==> config.mk <==
export PLATFORM = sky130hd
export DESIGN_NAME = packet_dedup_fifo_set
export DESIGN_NICKNAME = d
export VERILOG_FILES = /design/src/hw/rtl/pdf_pkg.sv /design/src/hw/rtl/pdf_cell.sv /design/src/hw/rtl/packet_dedup_fifo_set.sv
export VERILOG_INCLUDE_DIRS = /design/src /design/src/hw/rtl
export SDC_FILE = /design/constraint.sdc
export NUM_CORES = 2
export LEC_CHECK = 0
export BUFFER_PORTS_ARGS = -buffer_cell sky130_fd_sc_hd__buf_4
export CAP_MARGIN = 20
export CORE_MARGIN = 5
export CORE_UTILIZATION = 57
export DETAILED_ROUTE_END_ITERATION = 7
export PLACE_DENSITY = 0.79
export SLEW_MARGIN = 20
export SYNTH_ARGS = -nofsm -noshare
export SYNTH_HDL_FRONTEND = slang
export SYNTH_SLANG_ARGS = --single-unit
==> constraint.sdc <==
create_clock -name clk_i -period 16.84 [get_ports clk_i]
set_input_delay 2.526 -clock clk_i [delete_from_list [all_inputs] [get_ports clk_i]]
set_output_delay 2.526 -clock clk_i [all_outputs]
set_load 0.01 [all_outputs]
==> src/hw/rtl/packet_dedup_fifo_set_macros.svh <==
// ----------------------------------------------------------------------------
// Assertion macros for the packet duplicate filter
// Shorthand for clocked checks, sampled on clk_i and off during reset.
// ----------------------------------------------------------------------------
`ifndef PACKET_DEDUP_FIFO_SET_MACROS_SVH
`define PACKET_DEDUP_FIFO_SET_MACROS_SVH

// Check that cons holds in the cycle after ante.
`define PDF_ASSERT_NEXT(lbl, ante, cons, msg) \
  lbl: assert property (@(posedge clk_i) disable iff (!rst_ni) (ante) |=> (cons)) \
    else $error(msg);

// Check that cons holds in the same cycle as ante.
`define PDF_ASSERT_SAME(lbl, ante, cons, msg) \
  lbl: assert property (@(posedge clk_i) disable iff (!rst_ni) (ante) |-> (cons)) \
    else $error(msg);

`endif

==> src/hw/rtl/pdf_pkg.sv <==
// ----------------------------------------------------------------------------
// Packet duplicate filter package
// Shared types and constants for the filter and its key cells.
// ----------------------------------------------------------------------------
package pdf_pkg;

  localparam int unsigned IdentW       = 16;
  localparam int unsigned AddrW        = 32;
  localparam int unsigned KeyW         = IdentW + AddrW;
  localparam int unsigned CfgW         = 7;
  localparam int unsigned StoreDepthDefault = 64;
  localparam logic [CfgW-1:0] LimitReset = 7'd64;

  typedef logic [KeyW-1:0] key_t;

  typedef struct packed {
    logic [IdentW-1:0] ip_ident;
    logic [AddrW-1:0]  source_address;
  } pdf_req_t;

  typedef struct packed {
    logic verdict;
    logic evicted;
  } pdf_res_t;

  // Control broadcast to every cell of the key chain.
  typedef struct packed {
    logic cmp_en;    // register a fresh match flag
    logic shift_en;  // advance keys one cell down the chain
  } pdf_cell_ctrl_t;

  typedef enum logic [1:0] {
    ST_IDLE   = 2'b01,
    ST_DECIDE = 2'b10
  } pdf_state_e;

endpackage

==> src/hw/rtl/pdf_cell.sv <==
// ----------------------------------------------------------------------------
// Key cell
// Holds one stored key, passes it to the next cell on a shift and flags
// a match against the broadcast key.
// ----------------------------------------------------------------------------
module pdf_cell import pdf_pkg::*; (
  input  logic           clk_i,
  input  logic           rst_ni,
  input  pdf_cell_ctrl_t ctrl_i,
  input  logic           valid_i,
  input  key_t           cmp_key_i,
  input  key_t           key_i,
  output key_t           key_o,
  output logic           hit_o
);

  key_t key_q;
  logic hit_q;

  always_ff @(posedge clk_i) begin
    if (ctrl_i.shift_en) begin
      key_q <= key_i;
    end
  end

  always_ff @(posedge clk_i or negedge rst_ni) begin
    if (!rst_ni) begin
      hit_q <= 1'b0;
    end else if (ctrl_i.cmp_en) begin
      hit_q <= valid_i && (key_q == cmp_key_i);
    end
  end

  assign key_o = key_q;
  assign hit_o = hit_q;

endmodule

==> src/hw/rtl/packet_dedup_fifo_set.sv <==
// ----------------------------------------------------------------------------
// Packet duplicate filter with first-in-first-out eviction
// Drops packets whose identification and source address were seen recently.
// ----------------------------------------------------------------------------
// Usage: raise start with a header on req_i; the item transfers at a clock
// edge where busy is low. For each item, in the transfer
// cycle each key cell compares its key against the new one and registers a
// match flag; in the next cycle (busy high) the flags are OR-ed, the
// verdict is decided, and the result appears on res_o with done_o high for
// exactly one cycle. The receiver cannot stall, so it must take the result
// in that cycle. A new item can transfer in the cycle right after the
// result, but not while busy is high. An identification of zero is
// forwarded and stores nothing. cfg_we_i writes the capacity limit (reset
// 64; zero acts as one, values above STORE_DEPTH as STORE_DEPTH); write it
// only while no item is in flight.
//
// Keys live in a chain of STORE_DEPTH cells. A new key enters cell 0 and
// every key moves one cell down, so the oldest key sits at cell count-1.
// Cells at index count and above hold nothing valid. Evicting the oldest key
// on insert leaves the count unchanged, which pushes it out of the valid
// range. Reset empties the store at once through the count.
// ----------------------------------------------------------------------------
module packet_dedup_fifo_set import pdf_pkg::*; #(
  parameter int unsigned STORE_DEPTH = StoreDepthDefault
) (
  input  logic            clk_i,
  input  logic            rst_ni,
  input  logic            start,
  output logic            busy,
  input  pdf_req_t        req_i,
  input  logic            cfg_we_i,
  input  logic [CfgW-1:0] cfg_wdata_i,
  output logic            done_o,
  output pdf_res_t        res_o
);

  `include "packet_dedup_fifo_set_macros.svh"

  localparam int unsigned CntW = $clog2(STORE_DEPTH + 1);
  localparam int unsigned LimW = (CntW > CfgW) ? CntW : CfgW;
  localparam logic [LimW-1:0] DepthLim = LimW'(STORE_DEPTH);

  pdf_state_e      state_q, state_d;
  logic [CfgW-1:0] limit_q;
  logic [CntW-1:0] count_q, count_d;
  key_t            key_q;
  logic            tracked_q;
  logic            accept;

  pdf_cell_ctrl_t  cell_ctrl;
  key_t            chain   [STORE_DEPTH+1];
  logic [STORE_DEPTH-1:0] cell_valid;
  logic [STORE_DEPTH-1:0] cell_hit;

  logic [LimW-1:0] limit_ext;
  logic [LimW-1:0] eff_limit;
  logic [LimW-1:0] count_ext;
  logic            hit;
  logic            insert;
  logic            evict;

  assign accept = start && !busy;
  assign busy   = (state_q == ST_DECIDE);

  // Register the limit; no read-back.
  always_ff @(posedge clk_i or negedge rst_ni) begin
    if (!rst_ni) begin
      limit_q <= LimitReset;
    end else if (cfg_we_i) begin
      limit_q <= cfg_wdata_i;
    end
  end

  // Clamp the limit into one to STORE_DEPTH.
  always_comb begin
    limit_ext = LimW'(limit_q);
    if (limit_ext == '0) begin
      eff_limit = LimW'(1);
    end else if (limit_ext > DepthLim) begin
      eff_limit = DepthLim;
    end else begin
      eff_limit = limit_ext;
    end
  end

  // Hold the key of the item under decision.
  always_ff @(posedge clk_i) begin
    if (accept) begin
      key_q     <= {req_i.ip_ident, req_i.source_address};
      tracked_q <= (req_i.ip_ident != '0);
    end
  end

  // Compare in the transfer cycle; shift on an insert in the decide cycle.
  assign cell_ctrl.cmp_en   = accept;
  assign cell_ctrl.shift_en = insert;
  assign chain[0]           = key_q;

  for (genvar i = 0; i < STORE_DEPTH; i++) begin : g_cell
    assign cell_valid[i] = (CntW'(i) < count_q);

    pdf_cell u_cell (
      .clk_i     (clk_i),
      .rst_ni    (rst_ni),
      .ctrl_i    (cell_ctrl),
      .valid_i   (cell_valid[i]),
      .cmp_key_i ({req_i.ip_ident, req_i.source_address}),
      .key_i     (chain[i]),
      .key_o     (chain[i+1]),
      .hit_o     (cell_hit[i])
    );
  end

  // Decide: a miss on a tracked key inserts, evicting the oldest at the limit.
  assign hit       = |cell_hit;
  assign count_ext = LimW'(count_q);
  assign insert    = busy && tracked_q && !hit;
  assign evict     = insert && (count_ext >= eff_limit) && (count_q != '0);

  always_comb begin
    count_d = count_q;
    if (insert && !evict) begin
      count_d = count_q + CntW'(1);
    end
  end

  always_comb begin
    state_d = state_q;
    case (state_q)
      ST_IDLE: begin
        if (accept) begin
          state_d = ST_DECIDE;
        end
      end
      ST_DECIDE: begin
        state_d = ST_IDLE;
      end
      default: begin
        state_d = ST_IDLE;
      end
    endcase
  end

  always_ff @(posedge clk_i or negedge rst_ni) begin
    if (!rst_ni) begin
      state_q <= ST_IDLE;
      count_q <= '0;
    end else begin
      state_q <= state_d;
      count_q <= count_d;
    end
  end

  // Present the result for the one decide cycle.
  assign done_o        = busy;
  assign res_o.verdict = busy && tracked_q && hit;
  assign res_o.evicted = evict;

  `PDF_ASSERT_NEXT(a_result_follows, accept, done_o, "no result after transfer")
  `PDF_ASSERT_SAME(a_drop_no_evict, done_o && res_o.verdict, !res_o.evicted,
                   "drop verdict with eviction")
  `PDF_ASSERT_NEXT(a_evict_keeps_count, done_o && res_o.evicted,
                   count_q == $past(count_q), "count changed on eviction")
  `PDF_ASSERT_NEXT(a_one_cycle_result, done_o, !done_o, "result held over two cycles")

endmodule

Yosys cells after proc, flatten, opt, wreduce, memory -nomap -nowiden
Cells that the tools add are included.
W data, S select, Z words.

operators by class
  bitwise gates (word level) = 0
  multipliers = 0
  mux-type cells = 4
  reductions and logical operators = 78
  eq/ne operators = 67
  divide/modulo/power cells = 0
  shift-type cells = 0
  magnitude comparators = 66
  add/sub/neg operators = 1

operators by type and width
  operator               number
  $eq A48 B48 Y1         64
  $lt A6 B7 Y1 const A   32
  $lt A5 B7 Y1 const A   16
  $logic_and A1 B1 Y1    71
  $reduce_or A64 Y1      1
  $lt A4 B7 Y1 const A   8
  $lt A3 B7 Y1 const A   4
  $reduce_bool A16 Y1    1
  $lt A1 B7 Y1 const A   2
  $lt A2 B7 Y1 const A   2
  $mux W7                2
  $add A7 B1 Y7 const B  1
  $ge A7 B7 Y1           1
  $gt A7 B7 Y1 const B   1
  $logic_not A7 Y1       1
  $reduce_bool A7 Y1     1
  $mux W2                2
  $logic_not A1 Y1       3
  $eq A2 B1 Y1 const B   1
  $eq A2 B2 Y1 const B   1
  $ne A2 B2 Y1 const B   1

word-level totals
  register bits = 3201
  memories = 0
  ROM bits = 0
  output and inout bits = 4
  bits of input ports = 59
  bits in latches = 0
  memory bits (writable) = 0

Longest topological paths before layout
  depth in word-level cells = 8
  mapped depth = 10
  mapped depth without buffers = 10

Modules after synthesis
A second synthesis with hierarchy kept.

second synthesis, totals
  cell total of the unflattened synthesis = 7637
  area, all modules = 131894.0 sq um

by module, submodules not included
  module                 area an instance (sq um)  cells an instance  instances  seq. area each (sq um)
  pdf_cell               2011.9                    115                64         1466.4
  packet_dedup_fifo_set  3130.5                    277                1          1874.3

Worst setup path before layout
No wires, ideal clock.

  path kind = register to output
  start point = reg g_cell[15].u_cell.hit_q
  end point = out res_o[0] in the netlist's numbering
  buffers on the path = 2
  data arrival time = 15.884 ns
  required time = 14.314 ns
  cell stages (with the launch flop) = 9
  setup slack = -1.570 ns
  cells stage by stage = dfrtp_1 nor4_1 nand4_1 nor4_2 and2b_1 buf_6 inv_1 nor2_1 buf_4

between the ends
  cells in the longest elaborated chain, start to end = 5

ends and longest elaborated chain
  element                           RTL line                      text
  start: declaration                pdf_cell.sv:18                logic hit_q;
  start signal: assignment          pdf_cell.sv:30                hit_q <= valid_i && (key_q == cmp_key_i);
  $reduce_or A64 Y1                 packet_dedup_fifo_set.sv:115  assign hit = |cell_hit;
  $logic_not A1 Y1                  packet_dedup_fifo_set.sv:117  assign insert = busy && tracked_q && !hit;
  $logic_and A1 B1 Y1               packet_dedup_fifo_set.sv:117
  via insert                        packet_dedup_fifo_set.sv:59   logic insert;
  $logic_and A1 B1 Y1 (2 in a row)  packet_dedup_fifo_set.sv:118  assign evict = insert && (count_ext >= eff_limit) && (count_q != '0);
  end: declaration                  packet_dedup_fifo_set.sv:34   output pdf_res_t res_o

The timed path passes the listed nets, and every way through them passes these cells.

Final worst setup path
  start point = reg g_cell[61].u_cell.hit_q
  end point = reg g_cell[10].u_cell.key_q[43] (enable)

between the ends
  cells in the longest elaborated chain, start to end = 3

ends and longest elaborated chain
  element                   RTL line                      text
  start: declaration        pdf_cell.sv:18
  start signal: assignment  pdf_cell.sv:30
  $reduce_or A64 Y1         packet_dedup_fifo_set.sv:115
  $logic_not A1 Y1          packet_dedup_fifo_set.sv:117
  $logic_and A1 B1 Y1       packet_dedup_fifo_set.sv:117
  end signal: assignment    pdf_cell.sv:22                key_q <= key_i;
  end: declaration          pdf_cell.sv:17                key_t key_q;

No other way between the ends.
A chain may end at the register's enable or synchronous reset.

==> qor.yml <==
io-pin-count: 63
synthXorXnorAreaFrac: 0.201
crit_type: "register to register"
vias_per_cell: 6.64
hold_path_depth: 0
yosysTopAreaCellShare: 0.706
met3_usage: 0.0903
nFillCells: 15700
worstHoldPathType: "register to register"
pwr_density_cell_nw_per_um2: 120
dp.cells: 10800
setup_viol: 0
postCtsSetupRepairBufs: 0
setup-tns-final_ns: 0
r2r_setup_slack_ns: 8.88
cellLeakagePower_uw: 0.0436
cts.sinks: 3201
post-route-util: 0.633
cts-hold-fix-buffers: 0
end_kind: "register"
synth_compound_area_frac: 0.0102
tightest_slew_ns: 1.28
gp_congestion: 0.961
drt-total-wl_um: 412000
drtPass1Iterations: 6
layout_setup_ws_ns: 8.88
port-buffer-count: 62
grt_max_degree: 210
peakVddDrop_v: 0.000112
timing.rr.end: "g_cell[10].u_cell.key_o[43]$_DFFE_PP_"
yosysSeqAreaShare: 0.722
start_util: 0.572
core_area_um2: 232000
synthCells: 7937
rsz0062_at_grt: "false"
worstSetupStartpointType: "register"
cts_tree: "done"
drc: 0
slew_headroom: 0.140
timing.rr.start: "g_cell[61].u_cell.hit_o$_DFFE_PN0P_"
crit_fanout: 73
hold_violations: 0
numCtsBuffers: 332
met2_usage: 0.521
post_drt_wl_per_cell_um: 36.1
syn_nets: 8005
synth_top_family_by_area: "XOR/XNOR gates"
grt_pass1_wl_um: 570000
clkTransAtPathRegs_ns: 0.06
worstHoldStart: "key_q[41]$_DFFE_PP_"
holdWs_ns: 0.417
cp.arrival_ns: 8.54
avgSynthCellArea_um2: 16.7
async_flop_share: 0.0250
min_period_ns: 7.96
die_w_um: 492
whs_endpoint: "g_cell[0].u_cell.key_o[41]$_DFFE_PP_"
root_buffer: "clkbuf_16"
fin_nets: 8191
maxCapViolations: 0
place_worst_setup_slack_ns: 9.19
ys.flop_type: "edfxtp_1"
outcome: "completed"
antenna_found_initial: 22
dp_hpwl_um: 274000
finalClockSkew_ns: 0.0673
fin_crit_sh: 0.473
netlist_top_cells_area: "edfxtp_1 (71%), xnor2_1 (11%), xor2_1 (8.8%)"
drtAntennaViolNets: 0
ys_ff_latch: 3201
synthSimpleGateAreaFrac: 0.0503
num_vias: 75900
drt-initial-drc-count: 13000
worstPathRequired_ns: 17.42
clock_path_buffers: 4
slew_violations: 0
insertion_delay_ns: 0.96
syn2layout_area_growth_pct: 10.8
synth.largest_area_cell: "edfxtp_1"
drive_gt1_frac: 0.0822
synth_edf_count: 3121
placementRows: 177
first_global_vias: 74500
die-area_um2: 243000
synth-adder-area-share: 0.000849
layout.cells.non_filler: 11400
grtUsageTotal: 0.334
timing.fmax_ghz: 0.126
busiest_layer: "met2"
ys_types: 54
overflow: 0
htreeDepth: 5
syn_area_um2: 133000
r2r_cells: 10
cts_resized: 0
synthMuxAreaShare: 0.000622
ys_warn_count: 0
met1_usage: 0.433
die_y_um: 492
## registers in the layout, summed over array words and instances (netlist names)
name / count
state_q: 2
limit_ext: 7
g_cell.u_cell.key_o: 3072
key_q: 48
tracked_q: 1
count_ext: 7
g_cell.u_cell.hit_o: 64
## kinds of logic (layout without fill, tap and decap cells)
kind of cell,after synthesis,count (layout)
AOI/OAI and AO/OA,171,171
xor gates and xnor gates,3041,3041
adders and majority gates,9,9
buffers and inverters,403,835
DFF,3201,3201
muxes,7,7
other,0,18
and+or+nand+nor,1105,1105
## layout make-up
type	count	area [um^2]	share of cell area
sequential	3201	95700	0.651
multi-input combinational	4333	34900	0.238
clock buffer	423	8830	0.0601
tap	3043	3810	0.0259
timing repair buffer	216	1990	0.0136
clock inverter	157	1450	0.00989
inverter	39	148	0.00100
antenna	18	45.0	0.000307
## layout by cell type, fill, tap and decap left out, types with 38 or more instances in the layout
cell,instances
clkbuf_1,81
clkinv_2,50
xor2_1,1330
buf_4,148
inv_1,38
clkinv_1,62
dfrtp_1,78
clkbuf_16,339
edfxtp_1,3121
buf_6,55
xnor2_1,1711
nor4_1,440
nand2_1,54
nand4_1,499
## per-stage QoR
stage,total power (uW),cell area (um^2)
floorplan,10200,133000
global placement,10500,137000
detailed placement,10600,137000
CTS,17600,147000
global route,18000,147000
finish,17600,147000
## Yosys cell counts (4+ instances only)
cell	n
mux2_2	6
ha_1	9
o2bb2ai_1	4
buf_4	50
nor4_1	448
o22ai_1	11
o21ai_0	36
a221oi_1	9
inv_1	39
xnor2_1	1711
buf_2	294
a21oi_1	8
a2111oi_0	8
nor2_1	19
nor3_1	32
nor2b_1	4
nand2_1	54
o31ai_1	12
dfrtp_1	78
a32o_1	34
nand4_1	499
edfxtp_1	3121
clkbuf_1	16
nand3_1	31
o2111ai_1	29
xor2_1	1330
## worst max-delay path by stage
stage / startpoint / to
2_1_floorplan: g_cell[15].u_cell.hit_o$_DFFE_PN0P_ / res_o[0]
3_3_place_gp: g_cell[61].u_cell.hit_o$_DFFE_PN0P_ / g_cell[10].u_cell.key_o[17]$_DFFE_PP_
3_5_place_dp: g_cell[61].u_cell.hit_o$_DFFE_PN0P_ / g_cell[8].u_cell.key_o[12]$_DFFE_PP_
4_1_cts: g_cell[61].u_cell.hit_o$_DFFE_PN0P_ / g_cell[8].u_cell.key_o[4]$_DFFE_PP_
5_1_grt: g_cell[58].u_cell.hit_o$_DFFE_PN0P_ / g_cell[10].u_cell.key_o[35]$_DFFE_PP_
6_report: g_cell[61].u_cell.hit_o$_DFFE_PN0P_ / g_cell[10].u_cell.key_o[43]$_DFFE_PP_
## report_power, final
part | total (uW) | internal [uW] | switching [uW]
combinational | 1300 | 375 | 930
clock | 7160 | 4100 | 3070
sequential | 9170 | 8970 | 195
## layer usage
metal  wire, um  part of all wire
met5        115           0.00028
met4      27000             0.066
met3      57300              0.14
met2     189000              0.46
met1     139000              0.34
## critical path: stages (launching register included)
cell and delay, ns:
dfrtp_1 0.42, nor4_2 0.75, buf_4 0.31, nand4_1 0.42, nor4_2 0.46, and2b_4 0.74
buf_4 0.82, buf_4 0.81, buf_4 0.85, buf_4 0.85, buf_4 0.86
No activity file was read; power rests on OpenSTA's default activity.
